`config.mk`:
```
export PLATFORM = sky130hd
export DESIGN_NAME = lgf_front
export DESIGN_NICKNAME = d
export VERILOG_FILES = /design/src/design/lgf_pkg.sv /design/src/design/lgf_front.sv
export SDC_FILE = /design/constraint.sdc
export NUM_CORES = 1
export LEC_CHECK = 0
export BUFFER_PORTS_ARGS = -buffer_cell sky130_fd_sc_hd__clkbuf_2
export CAP_MARGIN = 40
export CORE_ASPECT_RATIO = 0.6
export CORE_MARGIN = 2
export CORE_UTILIZATION = 40
export CTS_BUF_LIST = sky130_fd_sc_hd__clkbuf_16
export DETAILED_ROUTE_END_ITERATION = 6
export GPL_TIMING_DRIVEN = 0
export PLACE_DENSITY = 0.76
export SYNTH_ARGS = -nofsm -noshare
export SYNTH_HDL_FRONTEND = slang
export SYNTH_SLANG_ARGS = --single-unit
```
`constraint.sdc`:
```
create_clock -name clock -period 3.35 [get_ports clock]
set_clock_uncertainty 0.15 [all_clocks]
set_input_delay 0.335 -clock clock [delete_from_list [all_inputs] [get_ports clock]]
set_output_delay 0.335 -clock clock [all_outputs]
set_load 0.1 [all_outputs]
```
`src/design/lgf_pkg.sv`:
```
`timescale 1ns / 1ps
// ----------------------------------------------------------------------------
// Lookahead goal finder package
// Shared command codes, field widths and the job record that travels from the
// front end through the job queue to the search engine.
// ----------------------------------------------------------------------------
package lgf_pkg;

   localparam int COORD_W     = 32;
   localparam int INDEX_W     = 10;
   localparam int DIST_W      = 31;
   localparam int CMD_W       = 2;
   localparam int QUEUE_DEPTH = 2;
   localparam int QPTR_W      = 1;

   localparam logic [DIST_W-1:0] LOOKAHEAD_RESET = 31'd262144;

   typedef enum logic [CMD_W-1:0] {
      CMD_CLEAR  = 2'd0,
      CMD_APPEND = 2'd1,
      CMD_QUERY  = 2'd2
   } cmd_type;

   // For an append a and b hold the point, for a query the robot position.
   typedef struct packed {
      cmd_type                    cmd;
      logic signed [COORD_W-1:0]  a;
      logic signed [COORD_W-1:0]  b;
   } job_type;

endpackage

```
`src/design/lgf_front.sv`:
```
`timescale 1ns / 1ps
// ----------------------------------------------------------------------------
// Lookahead goal finder front end
// Accepts request items, decodes the command, drops unused command codes and
// hands each job to the job queue through one holding register.
// ----------------------------------------------------------------------------
module lgf_front (
   input  logic                              clock,
   input  logic                              reset,
   input  logic                              req_valid,
   output logic                              req_ready,
   input  logic [lgf_pkg::CMD_W-1:0]         req_cmd,
   input  logic signed [lgf_pkg::COORD_W-1:0] req_point_x,
   input  logic signed [lgf_pkg::COORD_W-1:0] req_point_y,
   input  logic signed [lgf_pkg::COORD_W-1:0] req_robot_x,
   input  logic signed [lgf_pkg::COORD_W-1:0] req_robot_y,
   output logic                              job_valid,
   input  logic                              job_ready,
   output lgf_pkg::job_type                  job
);

   logic             hold_valid_ff, hold_valid_in;
   lgf_pkg::job_type hold_ff, hold_in;
   logic             take;

   assign req_ready = !hold_valid_ff || job_ready;
   assign take      = req_valid && req_ready;
   assign job_valid = hold_valid_ff;
   assign job       = hold_ff;

   always_comb begin
      hold_valid_in = hold_valid_ff && !job_ready;
      hold_in       = hold_ff;
      if (take) begin
         hold_in.cmd = lgf_pkg::cmd_type'(req_cmd);
         case (lgf_pkg::cmd_type'(req_cmd))
            lgf_pkg::CMD_CLEAR: begin
               hold_valid_in = 1'b1;
               hold_in.a     = req_point_x;
               hold_in.b     = req_point_y;
            end
            lgf_pkg::CMD_APPEND: begin
               hold_valid_in = 1'b1;
               hold_in.a     = req_point_x;
               hold_in.b     = req_point_y;
            end
            lgf_pkg::CMD_QUERY: begin
               hold_valid_in = 1'b1;
               hold_in.a     = req_robot_x;
               hold_in.b     = req_robot_y;
            end
            default: begin
               // The unused code is consumed and forgotten.
               hold_valid_in = 1'b0;
            end
         endcase
      end
   end

   always_ff @(posedge clock) begin
      if (reset) begin
         hold_valid_ff <= 1'b0;
      end else begin
         hold_valid_ff <= hold_valid_in;
      end
   end

   always_ff @(posedge clock) begin
      hold_ff <= hold_in;
   end

endmodule

```
==> results of run 1 <==
-- metal layers --
metal	GRT usage	wire (microns)	vias to the layer above
li1	-	-	995
met1	0.171	2690	956
met2	0.280	3380	123
met3	0.0930	834	10
met4	0.0489	105	0
met5	0	0	-
-- power by group through the flow --
| stage | Clock (mW) | Combinational (mW) | Sequential (mW) |
|---|---|---|---|
| finish | 0.796 | 0.685 | 1.01 |
| global route | 0.858 | 0.709 | 1.01 |
| CTS | 0.817 | 0.690 | 1.01 |
| detailed placement | 0 | 0.689 | 1.03 |
| global placement | 0 | 0.678 | 1.02 |
| floorplan | 0 | 0.156 | 1.41 |
-- synth_stat cells (all sizes together) --
cell type	number
and2	1
dfxtp	1
a21bo	1
nand2	1
and3	1
nor2b	1
nand2b	1
buf	7
a21oi	1
mux2	64
edfxtp	66
-- registers in the layout (all words and copies together), names as in the netlist --
| signal | flops |
|---|---|
| job | 66 |
| job_valid | 1 |
-- logic make-up (layout without fill, tap and decap cells) --
kind of cell,after synthesis,count (layout),share of synthesized area
buffers and inverters,7,225,0.0446
multiplexers,64,64,0.301
flip-flops,67,67,0.638
AND/OR/NAND/NOR,5,5,0.0116
AO/OA/AOI/OAI,2,2,0.00478
-- worst register-to-register path: cells and delay by family (launching register included) --
| family | cells | cell delay (ps) |
|---|---|---|
| buf+inv | 1 | 300 |
| flops | 1 | 310 |
| simple gates | 2 | 910 |
-- final timing paths --
| kind | startpoint | end | slack, ps |
|---|---|---|---|
| worst max-delay path | job_valid | job[57] | 1370 |
| worst min-delay path | reset | job_valid | 20 |
| worst max register to register | job_valid | job[57] | 1370 |
| worst min register to register | job_valid | job_valid | 390 |
-- through the flow --
stage	hold WS, ps	setup slack (ps)	cell area (sq um)	instances
4_1_cts	6.26	1340	4550	467
6_report	21.2	1370	4550	467
5_1_grt	16.3	1260	4550	467
3_3_place_gp	343	1030	4280	450
2_1_floorplan	254	145	3140	145
3_5_place_dp	344	1210	4300	451
-- final cells by class --
class / instances / area share
flip-flops and latches: 67 / 0.440
clock inverters: 7 / 0.00660
plain buffers: 7 / 0.0308
well taps: 104 / 0.0286
repair buffers: 202 / 0.225
clock buffers: 9 / 0.0495
multi-input cells: 71 / 0.219
==> results.md, run 1 <==
- The run finished with clean final reports.
- After clock tree synthesis, the repair step resized 0 gates.
- The number of antenna-violating nets in the routed design is 0.
- For this design the static power due to leakage is between 2 and 2.5 nW.
- The tree is rooted in a clkbuf_16.
- Walking the worst path, the cells encountered are nand2b_1, and3_2, buf_12.
- The level count of the clock H-tree is 3.
- The worst-case IR drop observed on VDD is 0.000255 V.
- The area share of the largest cell type after synthesis is 0.631.
- The tree built by TritonCTS fans out to 67 sinks.
- The critical path's top delay family is simple AND/OR/NAND/NOR gates.
- The final-layout setup total negative slack is 0 ps.
- Among all stages on the critical path, the largest delay is contributed by and3_2.
- In the finished design, the share of the clock period the worst path needs comes to 0.590.
- At the pin with the least slew margin, the transition time is 887 ps.
- Derived from the worst setup path, the maximum achievable clock frequency is 506 MHz.
- The clock-pin transition on the worst setup and hold timing paths is 50 ps.
- The count of input and output buffers is 201.
- The filler cells instantiated in the layout total 575.
- The floorplan has 24 rows.
- The DRC marker count from the first detailed-route iteration is between 80 and 90.
- The count of buffers added by post-CTS timing repair for setup is 0.
- The initial antenna violation count is 0.
- 0 antenna diodes ended up in the layout.
- The sequential cell area is 0.00200 sq mm.
- Ranked by total cell area, the synthesized netlist is headed by edfxtp_1 63%, mux2_4 29%, buf_12 4.5%.
- The longest individual stage delay on the worst path is 790 ps.
- Setup violations remaining at the end of the flow were counted as 0.
- The total via count after detailed routing is 2084.
- The proportion of power drawn by the clock network is 0.320.
- The number of detailed-route iterations in the first pass is 4.
- The die height is just over 70 microns.
- Along the worst path, the maximum fanout reaches 36.
- The path length in cells of the critical path is 3.
- The pin count of the biggest net entering global routing is 37.
- At the later pin of the worst-skew pair, clock insertion delay measures 310 ps.
- 202 I/O pins were placed.
- At the end of routability-driven placement, the weighted congestion stood at 0.776.
- The share of the yosys chip area belonging to registers is 0.638.
- The most common cell after layout, fill and taps aside is clkbuf_2.
- The nature of the critical path endpoint is a flop.
- The internal power of the cells is about 1.7 mW.
- edfxtp_1 takes more of the synthesized area than any other cell.
- In the global route stage, overall resource usage came out at 0.162.
- The number of nets in the finished design is 492.
- In this run the worst hold path is classified as in2reg.
- Dividing the detail-routed wire length by the instance count gives around 15 microns.
- The via count of the first global-routing pass is 2248.
- The maximum count of clock buffers along a single path is 2.
- In this run, distinct cell masters in the synthesized netlist total 12.
- Of the total power, the share spent switching nets is 0.327.
- The CTS tree is built.
- Across the run, the number of max-cap violations was 0.
- The worst-case headroom to the max-slew limit is 0.408.
- The wire length reported by the detailed router is approximately 7000 microns.
- STA puts the critical path data required time at 3210 ps.
- The post-DP HPWL is ~5500 microns.
- The worst setup path is launched from a flop.
- The count of hold-fix buffers inserted at cts is 0.
- Using the TritonRoute via totals, the vias-per-cell ratio works out to roughly 4.5.
- The number of buffers and inverters on the critical path is 1.
- The number of nets in the synthesized netlist is 279.
- The top cell types in the final layout, fill and taps aside, are 201 x clkbuf_2, 66 x edfxtp_1, 60 x mux2_4, 9 x clkbuf_16, 8 x buf_12.
- For this run, the number of Yosys warnings is 0.
- The fraction of layout instances using a drive strength above 1 is 0.793.
- Counting I/O delays and the setup requirement, the final critical path takes just under 2000 ps.
- The core occupancy in the finished layout is 0.614.
- The mapped netlist covers 0.00314 sq mm.
- Of the total power, registers draw 0.405.
- For this run the aggregate overflow at the end of global routing stands at 0.
- The wire length of the first global-routing pass is 10500 microns.
- The relative area change from synthesis to final layout is 45.0%.
- The area of combinational cells with multiple inputs is approximately 1000 sq um.
- Setup repair after global routing left no endpoint under its margin.
- The data arrival time of the critical path is between 1500 and 2000 ps.
- The worst register-to-register path has a depth of 3.
- The sum of internal, switching and leakage power is 2.49 mW.
- The area enclosed by the die boundary is ~0.0086 sq mm.
- The max-slew violation total from the final report is 0.
- Synthesis produced a netlist whose cell count is 145.
- The fraction of power consumed by combinational cells is 0.275.
- The number of buffers added by the clock tree synthesis step is 9.
- The critical path class is reg2reg.
- The count of endpoints failing hold in the final timing report was 0.
- A synthesized cell averages approximately 22 sq um.
- Counting flops and latches in the post-synthesis netlist gives 67.
- The power density relative to cell area is 547 mW/mm^2.
- The floorplan die width is 118 microns.
- In the routed design, unresolved DRC markers number 0.
- Summed over all nets, the switching power comes to around 810 uW.
- The initial core utilization is 0.423.
- The region available for standard cell placement spans 0.00742 sq mm.
- The depth of the worst hold-timing path is 2.
No activity file was read; power rests on OpenSTA's default activity.
==> run 2: changes to the inputs <==
--- a/config.mk
+++ b/config.mk
@@ -9,7 +9,7 @@
 export CAP_MARGIN = 40
 export CORE_ASPECT_RATIO = 0.6
 export CORE_MARGIN = 2
-export CORE_UTILIZATION = 40
+export CORE_UTILIZATION = 38
 export CTS_BUF_LIST = sky130_fd_sc_hd__clkbuf_16
 export DETAILED_ROUTE_END_ITERATION = 6
 export GPL_TIMING_DRIVEN = 0
==> constraint.sdc (replaced) <==
create_clock -name clock -period 1.8 [get_ports clock]
set_clock_uncertainty 0.15 [all_clocks]
set_input_delay 0.18 -clock clock [delete_from_list [all_inputs] [get_ports clock]]
set_output_delay 0.18 -clock clock [all_outputs]
set_load 0.1 [all_outputs]
==> run 2 against run 1 <==
Effect of this change: combinational power grew 110%; non-clock buffer count grew 62; wire length rose by 18%; total power is 110% higher; sequential power grew 86%; die area rose by 5.0%; global-route usage grew 1.7 points; first-iteration DRC count shrank 25%; setup slack got worse by 1300 ps; critical path depth grew 3; critical endpoint is now job[51]; largest power group unchanged; highest routed layer unchanged.
==> results.md, run 2 (synthesized netlist as in run 1, its figures left out) <==
- The relative area change from synthesis to final layout is 67.1%.
- The number of detailed-route iterations in the first pass is 4.
- The total via count after detailed routing is 2380.
- The register with the most flip-flops in the layout has 66 of them.
- The remaining global-route overflow is 0.
- Setup violations remaining at the end of the flow were counted as 0.
- Setup repair after global routing left no endpoint under its margin.
- The worst setup path is launched from an input pin.
- In this run the worst path has a maximum fanout of 10.
- Total power for the finished layout comes to 5.11 mW.
- The worst hold slack is approximately 4 ps.
- The smallest clock period supported by the final layout is computed as 1750 ps.
- The routed wirelength normalized by instance count is 15.5 microns.
- The via count of the first global-routing pass is between 2000 and 2500.
- The wire length reported by the detailed router is 8300 microns.
- Row generation in the floorplan step produced 25 rows.
- Once detailed placement completed, the half-perimeter wirelength came to 5340 microns.
- The detail route stage leaves a number of antenna-violating nets equal to 0.
- Once layout is complete, the cells apart from fillers number ~530.
- The worst-case IR drop observed on VDD is ~0.0005 V.
- The count of input and output buffers is 201.
- The placer's final routability congestion estimate is 0.694.
- For this run, the post-layout net count is 555.
- The count of endpoints failing hold in the final timing report came to 0.
- The CTS tree is built.
- The clock insertion delay at the later pin of the skew report is 330 ps.
- The data arrival time of the critical path is 1670 ps.
- The worst hold path belongs to the class in2reg.
- The die covers 0.00903 sq mm.
- The worst setup path is captured at a flop.
- 202 I/O pins were placed.
- The die height is 74.4 microns.
- The initial utilization of the core area, before any placement, comes to 0.395.
- At the pin with the least slew margin, the transition time is 793 ps.
- The cell sitting at the root of the clock tree is a clkbuf_16.
- The cell leakage power is about 2.5 nW.
- The worst-case headroom to the max-slew limit is 0.471.
- The maximum count of clock buffers along a single path is 2.
- For this run, the top clock speed supported by timing is around 570 MHz.
- The number of inserted diodes is 0.
- The initial antenna violation count came to 0.
- The most common cell after layout, fill and taps aside is clkbuf_2.
- Clock tree synthesis found a total of 67 sinks.
- Clock-pin slew was measured on the worst setup and hold paths at 60 ps.
- The DRC marker count from the first detailed-route iteration is 62.
- Once placement finished, the instance area stood at 0.00430 sq mm.
- The post-detailed-route via-to-cell ratio is 4.46.
- Power spread over the standard cell area amounts to 973 mW/mm^2.
- The number of max-cap violations is 0.
- In the final layout, the share of cells above drive strength 1 is 0.683.
- Once layout is done, the placed cells without fillers occupy 0.00525 sq mm.
- Entering global routing, the biggest net connects 65 pins.
- The max-slew violation total from the final report came to 0.
- In the routed design, unresolved DRC markers number 0.
- The flow ran to the end, and the final reports show no timing, DRC or antenna violations.
- The first global-routing pass estimated 11700 microns of wire.
- The area of the core is 0.00795 sq mm.
- The clock tree synthesis step divided the H-tree into 3 levels.
- Counting the buffers created by CTS gives 9.
- The final clock period utilization by the worst path is 0.971.
- The floorplan die width is ~120 microns.
- Post-CTS repair changed the size of 0 cells.
- By startpoint and endpoint, the worst setup path is classified as in2reg.
- Data on the critical path is required at its endpoint by 1720 ps.
- The top cell types in the final layout, fill and taps aside, are 201 x clkbuf_2, 66 x edfxtp_1, 63 x dlygate4sd3_1, 60 x mux2_4, 9 x clkbuf_16.
- The total placed cells including tap cells is 454.
- In this run the post-CTS setup repair buffer count came out at 0.
- The global routing usage summed across all routing layers is 0.179.
run 2: layout make-up:
cell class | count | area [sq um]
clock buffer | 9 | 225
fill | 590 | 2700
buffer | 7 | 140
tap | 108 | 135
clock inverter | 7 | 85.1
multi-input combinational | 72 | 1020
timing repair buffer | 264 | 1640
sequential | 67 | 2010
run 2: worst paths after layout:
path,from,to,slack (ps),cells after the start
min reg2reg,job_valid,job[65],610,2
max reg2reg,job_valid,job[55],100,2
max,req_cmd[1],job[51],50,6
min,req_robot_y[28],job[28],4,2
run 2: critical path, stage by stage:
cell and delay, ps:
clkbuf_2 120, nor2b_4 170, buf_12 170, buf_12 160
mux2_4 310, dlygate4sd3_1 560
run 2: what timing repair did:
item                                    in CTS  in global routing
hold endpoints to repair                    34                  5
endpoints found under the setup margin       0                 64
hold buffers                                58                  5
run 2: power breakdown:
part / switching, mW / internal [mW]
logic: 0.942 / 0.468
clock network: 0.619 / 1.20
registers: 0.0308 / 1.85
total: 1.59 / 3.51
run 2: layer usage:
metal	GRT usage	wire length (microns)	vias to the layer above
li1	-	-	1124
met1	0.173	3030	1122
met2	0.345	4310	127
met3	0.0897	895	7
met4	0.0434	57	0
met5	0	0	-
run 2: through the flow:
| stage | setup TNS (ps) | util | setup slack, ps |
|---|---|---|---|
| finish | 0 | 0.660 | 52.1 |
| global route | 0 | 0.660 | 24.3 |
| CTS | 0 | 0.653 | 42.0 |
| detailed placement | 0 | 0.541 | 63.3 |
| global placement | 0 | 0.541 | 98.8 |
| floorplan | -9610 | - | -150 |
