--- src/design/lgf_pkg.sv ---
`timescale 1ns / 1ps
// ----------------------------------------------------------------------------
// Lookahead goal finder package
// Shared command codes, field widths and the job record that travels from the
// front end through the job queue to the search engine.
// ----------------------------------------------------------------------------
package lgf_pkg;

   localparam int COORD_W     = 32;
   localparam int INDEX_W     = 10;
   localparam int DIST_W      = 31;
   localparam int CMD_W       = 2;
   localparam int QUEUE_DEPTH = 2;
   localparam int QPTR_W      = 1;

   localparam logic [DIST_W-1:0] LOOKAHEAD_RESET = 31'd262144;

   typedef enum logic [CMD_W-1:0] {
      CMD_CLEAR  = 2'd0,
      CMD_APPEND = 2'd1,
      CMD_QUERY  = 2'd2
   } cmd_type;

   // For an append a and b hold the point, for a query the robot position.
   typedef struct packed {
      cmd_type                    cmd;
      logic signed [COORD_W-1:0]  a;
      logic signed [COORD_W-1:0]  b;
   } job_type;

endpackage

--- src/design/lgf_queue.sv ---
`timescale 1ns / 1ps
// ----------------------------------------------------------------------------
// Lookahead goal finder job queue
// A short first-in first-out queue of jobs between the front end and the
// search engine, so that each side stalls on its own.
// ----------------------------------------------------------------------------
module lgf_queue (
   input  logic             clock,
   input  logic             reset,
   input  logic             push_valid,
   output logic             push_ready,
   input  lgf_pkg::job_type push_job,
   output logic             pop_valid,
   input  logic             pop_ready,
   output lgf_pkg::job_type pop_job
);

   localparam int CNT_W = lgf_pkg::QPTR_W + 1;

   lgf_pkg::job_type               ent_ff [lgf_pkg::QUEUE_DEPTH];
   logic [lgf_pkg::QPTR_W-1:0]     wr_ptr_ff, rd_ptr_ff;
   logic [CNT_W-1:0]               cnt_ff;
   logic                           push, pop;

   assign push_ready = cnt_ff != CNT_W'(lgf_pkg::QUEUE_DEPTH);
   assign pop_valid  = cnt_ff != '0;
   assign pop_job    = ent_ff[rd_ptr_ff];
   assign push       = push_valid && push_ready;
   assign pop        = pop_valid && pop_ready;

   always_ff @(posedge clock) begin
      if (reset) begin
         wr_ptr_ff <= '0;
         rd_ptr_ff <= '0;
         cnt_ff    <= '0;
      end else begin
         if (push) begin
            wr_ptr_ff <= wr_ptr_ff + lgf_pkg::QPTR_W'(1);
         end
         if (pop) begin
            rd_ptr_ff <= rd_ptr_ff + lgf_pkg::QPTR_W'(1);
         end
         if (push && !pop) begin
            cnt_ff <= cnt_ff + CNT_W'(1);
         end else if (pop && !push) begin
            cnt_ff <= cnt_ff - CNT_W'(1);
         end
      end
   end

   always_ff @(posedge clock) begin
      if (push) begin
         ent_ff[wr_ptr_ff] <= push_job;
      end
   end

endmodule

--- config.mk ---
export PLATFORM = sky130hd
export DESIGN_NAME = lgf_queue
export DESIGN_NICKNAME = d
export VERILOG_FILES = /design/src/design/lgf_pkg.sv /design/src/design/lgf_queue.sv
export SDC_FILE = /design/constraint.sdc
export NUM_CORES = 1
export LEC_CHECK = 0
export BUFFER_PORTS_ARGS = -buffer_cell sky130_fd_sc_hd__buf_2
export CAP_MARGIN = 15
export CORE_MARGIN = 4
export CORE_UTILIZATION = 46
export CTS_CLUSTER_SIZE = 8
export DETAILED_ROUTE_END_ITERATION = 8
export PLACE_DENSITY = 0.7
export SYNTH_ARGS = -nofsm -noshare
export SYNTH_HDL_FRONTEND = slang
export SYNTH_SLANG_ARGS = --single-unit
--- constraint.sdc ---
create_clock -name clock -period 3.8 [get_ports clock]
set_clock_uncertainty 0.15 [all_clocks]
set_input_delay 0.76 -clock clock [delete_from_list [all_inputs] [get_ports clock]]
set_output_delay 0.76 -clock clock [all_outputs]
set_load 0.01 [all_outputs]
==> flow_summary.ini, run 1 <==
[outcome]
status = finished clean

[cts]
clock-sinks = 137
clk_path_buf_depth = 2
cts_tree = built
clkLatencyLatePin_ns = 0.51
cts_resized = 0
ctsHoldBuffers = 0
clockRootBuffer = clkbuf_8
numCtsBuffers = 17
post_cts_buffers = 0
htree_levels = 4
clkTransAtPathRegs_ns = 0.06

[critical_path]
crit_path_max_incr_delay_ns = 0.95
cp.required_ns = 2.89
cp.arrival_ns = 2.05
start_kind = flip-flop
critPathBufInv = 1
worst_path_dominant_cell_family = flip-flops
critPathKind = flip-flop to primary output
cp_slowest_cell = dfxtp_4
cp_cell_sequence = mux2_2, buf_2
endpoint_kind = primary output
worstPathMaxFanout = 66

[global_route]
grt_max_degree = 67
grt_usage = 0.144
antenna_found_initial = 0
grt_overflow = 0
grt_pass1_wl_um = 13600
grt_pass1_vias = 2755

[sta]
post-route-min-period_ns = 2.96
setup_viol = 0
rsz0062_at_grt = false
tns_ns = 0
worst_slew_pin_slew_ns = 0.920
report.final.hold_viol_count = 0
drv_slew = 0
period_share = 0.779
worst_slack_ns = 0.840
maxSlewHeadroom = 0.387
fmax_ghz = 0.338

[routing]
wirelength_met1_um = 3730
drt-pass1-iter-count = 4
route.detailed.drc = 0
antenna_left = 0
viasPerCell = 4.86
via_count = 2564
wl_per_cell_um = 16.5
met2WireLength_um = 4220
highest_layer = met4
routed_wl_um = 8700
met3_length_um = 609
drt_iter0_markers = 96

[placement]
port-buffer-count = 137
placed_area_um2 = 5810
dp_cells = 496
place_ws_ns = 1.34
dpl.hpwl_um = 5520
gp_congestion = 0.691

[finish]
fin_area_um2 = 6410
layout.nets = 450
n_antenna_cell = 0
syn_to_final_growth_pct = 28.4
final_cells = 528
final_cell_mix = buf_2 (137), edfxtp_1 (132), mux2_2 (66), clkbuf_16 (16), clkinv_1 (5)
layout_commonest_cell = buf_2
drive_above_1_share = 0.602

[die]
initial_core_util = 0.477
num_io_pins = 138
die_w_um = 112
core_um2 = 10500
die_area_um2 = 12600
die_y_um = 112
rows = 37

[synthesis]
synthCells = 229
synth.distinct_cells = 19
synth_area_per_cell_um2 = 21.8
synth.yosys.seq_area_share = 0.814
syn-num-nets = 300
synth_seq_cells = 137
ys_warn_count = 0
syn-cell-area_um2 = 4990

[flow_run]
cap_violations = 0

[pwr]
p_leak_nw = 2.41
power_density_nw_per_um2 = 707
power.total_mw = 4.53
irDropWorstVdd_uv = 427

[min_path]
worst_hold_path_type = input port to flip-flop
[layout make-up]
class | instances | area [um2]
Multi-Input combinational cell | 84 | 867
Fill cell | 803 | 4050
Tap cell | 136 | 170
Clock buffer | 17 | 414
Inverter | 1 | 3.75
Clock inverter | 15 | 181
Sequential cell | 137 | 4070
Timing Repair Buffer | 138 | 706
[state kept, by name, summed over array words and instances (netlist names), named ones only]
signal / cells
rd_ptr_ff: 1
wr_ptr_ff: 1
ent_ff: 132
cnt_ff: 2
[logic make-up after synthesis]
kind of cell / synth area share
adder cells (fa/ha/maj): 0.00251
AO/OA/AOI/OAI: 0.00602
XOR/XNOR: 0.00526
AND/OR/NAND/NOR: 0.0100
flip-flops: 0.814
buffers and inverters: 0.0133
multiplexers: 0.149
[worst register-to-register path, cell delays in order (launching register included)]
cell      delay, ns
dfxtp_1        0.40
nand2b_1       0.21
nand3b_1       0.14
inv_2          0.51
buf_12         0.33
[synthesized netlist by cell type]
cell type / number / area [um2]
xor2_1: 3 / 26.3
a21bo_2: 1 / 10.0
edfxtp_1: 132 / 3960
and2_1: 1 / 6.26
and3_1: 1 / 6.26
buf_2: 2 / 10.0
ha_1: 1 / 12.5
buf_4: 1 / 7.51
mux2_2: 66 / 743
or3_1: 1 / 6.26
nand2b_1: 1 / 6.26
or2_2: 1 / 6.26
nand3b_1: 1 / 7.51
buf_6: 4 / 45.0
o21ai_0: 2 / 10.0
dfxtp_1: 5 / 100
inv_1: 1 / 3.75
a21oi_1: 2 / 10.0
nor2_1: 3 / 11.3
[routing by layer]
layer	up-vias	track usage
met3	13	0.0507
li1	1209	-
met2	100	0.225
met4	0	0.0673
met1	1242	0.180
met5	-	0
[metrics by stage]
stage / hold slack, ns / utilization
after floorplan: 0.321 / -
after global placement: 0.333 / 0.556
after detailed placement: 0.338 / 0.556
after CTS: 0.251 / 0.613
after global routing: 0.251 / 0.613
final: 0.285 / 0.613
[power by group]
part	internal, mW	total (mW)	switching [mW]
Clock	1.05	1.63	0.575
Combinational	0.450	0.870	0.419
Sequential	1.89	2.03	0.142
[path summary, 6_finish.rpt]
check,start,end,slack [ns],depth (start not counted)
min,push_job[46],ent_ff[0][46],0.28,1
min reg2reg,rd_ptr_ff,flip-flop,0.36,2
max,flip-flop,pop_job[21],0.84,2
max reg2reg,cnt_ff[0],ent_ff[0][57],1.72,4
(Power assumes the default switching activity.)
==> run 2, diff against run 1 <==
==> constraint.sdc (replaced) <==
create_clock -name clock -period 3.1 [get_ports clock]
set_clock_uncertainty 0.15 [all_clocks]
set_input_delay 0.62 -clock clock [delete_from_list [all_inputs] [get_ports clock]]
set_output_delay 0.62 -clock clock [all_outputs]
set_load 0.01 [all_outputs]
==> run 2 against run 1 <==
Setup slack got worse by 0.45 ns. Die area unchanged. Clock power increased by 15%. Critical endpoint unchanged. Largest power group unchanged. Highest routed layer unchanged.
==> flow_summary.ini, run 2 (synthesis results as in run 1) <==
[placement]
placed_area_um2 = 5850
place_ws_ns = 0.898
dpl.hpwl_um = 5780
port-buffer-count = 137
gp_congestion = 0.729
dp_cells = 499

[finish]
reg_top3 = ent_ff: 132 flops, cnt_ff: 2 flops
n_fill_cell = 795
layout_commonest_cell = buf_2
final_cells = 531
syn_to_final_growth_pct = 28.5
fin_area_um2 = 6420
multiInputGateArea_um2 = 867
layout.nets = 453
final_cell_mix = buf_2 (137), edfxtp_1 (132), mux2_2 (66), clkbuf_16 (16)
top_register = ent_ff
utilization = 0.613
register_area_um2 = 4070
drive_above_1_share = 0.615
n_antenna_cell = 0
largest_reg_flops = 132

[sta]
drv_slew = 0
post-route-min-period_ns = 2.71
period_share = 0.873
rsz0062_at_grt = false
worst_slack_ns = 0.395
tns_ns = 0
fmax_ghz = 0.370
worst_slew_pin_slew_ns = 0.486
holdWs_ns = 0.150
report.final.hold_viol_count = 0
maxSlewHeadroom = 0.676
setup_viol = 0

[flow_run]
cap_violations = 0

[pwr]
p_leak_nw = 2.41
power.total_mw = 5.45
power_density_nw_per_um2 = 850
irDropWorstVdd_uv = 361

[global_route]
grt_usage = 0.148
grt_overflow = 0
grt_pass1_vias = 2836
grt_pass1_wl_um = 14100
grt_max_degree = 41
antenna_found_initial = 0

[routing]
viasPerCell = 4.86
routed_wl_um = 8690
wl_per_cell_um = 16.4
via_count = 2580
route.detailed.drc = 0
drt-pass1-iter-count = 4
antenna_left = 0
drt_iter0_markers = 77

[die]
initial_core_util = 0.477
die_w_um = 112
rows = 37
die_area_um2 = 12600
num_io_pins = 138
core_um2 = 10500
die_y_um = 112

[critical_path]
worstPathMaxFanout = 40
cp_slowest_cell = dfxtp_4
cp.arrival_ns = 1.94
cp_cell_sequence = buf_12, mux2_2, buf_2
cp.required_ns = 2.33
rrSetupSlack_ns = 1.15
critPathKind = flip-flop to primary output
start_kind = flip-flop
endpoint_kind = primary output
crit_path_max_incr_delay_ns = 0.59

[cts]
cts_resized = 0
htree_levels = 4
clockRootBuffer = clkbuf_8
clkTransAtPathRegs_ns = 0.06
clkLatencyLatePin_ns = 0.51
post_cts_buffers = 0
numCtsBuffers = 17
clk_path_buf_depth = 2
clock-sinks = 137
ctsHoldBuffers = 0
cts_tree = built

[min_path]
worst_hold_path_type = input port to flip-flop

[outcome]
status = finished clean
run 2: cell count changes in the layout (fill, tap and decap cells not counted):
cell | before | now
clkinvlp_4 | 2 | 3
clkinv_2 | 2 | 3
buf_4 | 0 | 2
inv_6 | 1 | 2
clkinv_1 | 5 | 0
bufinv_16 | 4 | 2
clkinv_4 | 1 | 4
clkbuf_1 | 0 | 1
buf_12 | 1 | 2
run 2: path summary, 6_finish.rpt:
| kind | end | startpoint | cells past startpoint |
|---|---|---|---|
| max | pop_job[21] | flip-flop | 3 |
| min | ent_ff[0][57] | push_job[57] | 1 |
| max reg2reg | ent_ff[1][62] | cnt_ff[0] | 3 |
| min reg2reg | flip-flop | rd_ptr_ff | 2 |
run 2: area by class of cell:
class                      instances  share of cell area
clock inverter                    14              0.0234
multi-input combinational         84               0.135
clock buffer                      18              0.0651
tap                              136              0.0265
sequential                       137               0.634
inverter                           1            0.000585
timing repair buffer             141               0.115
run 2: worst max-delay path: cells and delay by family, from the launching register on:
family	cells	cell delay, ns
muxes	1	0.38
buffers and inverters	2	0.44
DFF	1	0.59
run 2: power breakdown:
part | leakage [nW] | switching [mW] | internal (mW) | total [mW]
logic | 0.863 | 0.585 | 0.569 | 1.15
registers | 1.27 | 0.106 | 2.32 | 2.42
clock network | 0.272 | 0.729 | 1.15 | 1.88
total | 2.41 | 1.42 | 4.03 | 5.45
run 2: routing by layer:
metal  wire [um]  global-route usage  vias to the layer above
met2        4370               0.242                      103
met3         587              0.0501                       14
met1        3590               0.176                     1242
met4         141              0.0729                        0
li1            -                   -                     1221
met5           0                   0                        -
==> run 3, diff against run 2 <==
==> constraint.sdc (replaced) <==
create_clock -name clock -period 3.1 [get_ports clock]
set_clock_uncertainty 0.15 [all_clocks]
set_input_delay 0.62 -clock clock [delete_from_list [all_inputs] [get_ports clock]]
set_output_delay 0.62 -clock clock [all_outputs]
set_load 0.1 [all_outputs]
==> run 3 against run 2 <==
First-iteration DRC count up 39%. Cell count decreased by 0.19%. Critical path depth is the same. Critical endpoint is now pop_job[40]. Fmax shrank 5.6%. Final area is 0.23% lower. Worst hold slack got worse by 0.0026 ns. Routed wire length up 2.1%. Via count is 0.50% higher. Utilization shrank 0.14 points.
==> flow_summary.ini, run 3 (synthesis results as in run 1) <==
[global_route]
grt_pass1_wl_um = 14400
grt_overflow = 0
grt_max_degree = 42
grt_pass1_vias = 2835
busiest_layer = met2
grt_usage = 0.149
grt_use_met1 = 0.185
antenna_found_initial = 0
grtUsageMet2 = 0.235
gr-usage-met3 = 0.0609

[finish]
n_antenna_cell = 0
utilization = 0.612
syn_to_final_growth_pct = 28.2
layout_commonest_cell = buf_2
n_fill_cell = 812
reg_top3 = ent_ff: 132 flops, cnt_ff: 2 flops
register_area_um2 = 4070
final_cell_mix = buf_2 (137), edfxtp_1 (132), mux2_2 (66), clkbuf_16 (16)
layout.nets = 453
top_register = ent_ff
multiInputGateArea_um2 = 867
largest_reg_flops = 132
drive_above_1_share = 0.609

[min_path]
worst_hold_path_type = input port to flip-flop
min_path_cells = 1
min_to = ent_ff[1][57]
holdCritStartpoint = push_job[57]

[die]
rows = 37
die_area_um2 = 12600
initial_core_util = 0.477
core_um2 = 10500
num_io_pins = 138
die_w_um = 112
die_y_um = 112

[routing]
wl_per_cell_um = 16.7
routed_wl_um = 8870
drt_iter0_markers = 107
viasPerCell = 4.89
via_count = 2593
antenna_left = 0
route.detailed.drc = 0
drt-pass1-iter-count = 4

[sta]
fmax_ghz = 0.349
worst_slew_pin_slew_ns = 0.553
maxSlewHeadroom = 0.631
report.final.hold_viol_count = 0
tns_ns = 0
drv_slew = 0
rsz0062_at_grt = false
post-route-min-period_ns = 2.87
setup_viol = 0
period_share = 0.925

[critical_path]
reg2reg_to = ent_ff[1][0]
rrSetupSlack_ns = 1.23
cp.arrival_ns = 2.10
endpoint_kind = primary output
critPathKind = flip-flop to primary output
r2r_start = cnt_ff[0]
ff2ff_path_depth = 3
cp.required_ns = 2.33
start_kind = flip-flop
worstPathMaxFanout = 38

[cts]
htree_levels = 4
cts_tree = built
numCtsBuffers = 17
clkTransAtPathRegs_ns = 0.06
clock-sinks = 137
clockRootBuffer = clkbuf_8
ctsHoldBuffers = 0
clkLatencyLatePin_ns = 0.51
clk_path_buf_depth = 2
cts_resized = 0
post_cts_buffers = 0

[outcome]
status = finished clean

[placement]
dpl.hpwl_um = 5910
port-buffer-count = 137
gp_congestion = 0.741

[flow_run]
cap_violations = 0
run 3: worst max-delay path: stages (launching register included):
cell     delay (ns)
dfxtp_4        0.61
buf_12         0.28
mux2_2         0.38
buf_2          0.30
run 3: metal layers:
metal / vias up / wire [um]
met2: 96 / 4220
met1: 1273 / 3830
li1: 1213 / -
met3: 11 / 713
met4: 0 / 111
met5: - / 0
run 3: worst max path at each step:
| stage | end | slack (ns) | depth (start not counted) |
|---|---|---|---|
| after floorplan | ent_ff[0][0] | 0.12 | 3 |
| after global placement | pop_job[40] | 0.74 | 3 |
| after detailed placement | pop_job[40] | 0.73 | 3 |
| after global routing | pop_job[40] | 0.13 | 3 |
| final | pop_job[40] | 0.23 | 3 |
| after CTS | pop_job[40] | 0.17 | 3 |
run 3: cell type report:
cell class / count / area share
Sequential cell: 137 / 0.635
Clock buffer: 19 / 0.0659
Multi-Input combinational cell: 84 / 0.135
Timing Repair Buffer: 141 / 0.116
Tap cell: 136 / 0.0266
Inverter: 1 / 0.00117
Clock inverter: 12 / 0.0199
run 3: stage by stage:
step	cells	hold slack, ns	cell area, um2	setup WS (ns)
floorplan	229	0.321	5000	0.120
global placement	499	0.333	5850	0.739
detailed placement	499	0.366	5850	0.730
CTS	530	0.115	6400	0.172
global route	530	0.120	6400	0.128
finish	530	0.147	6400	0.233
Power of run 3 is left out: the tool's default activity adds up to more than one toggle a clock period on the data nets, which glitch-free logic cannot reach.
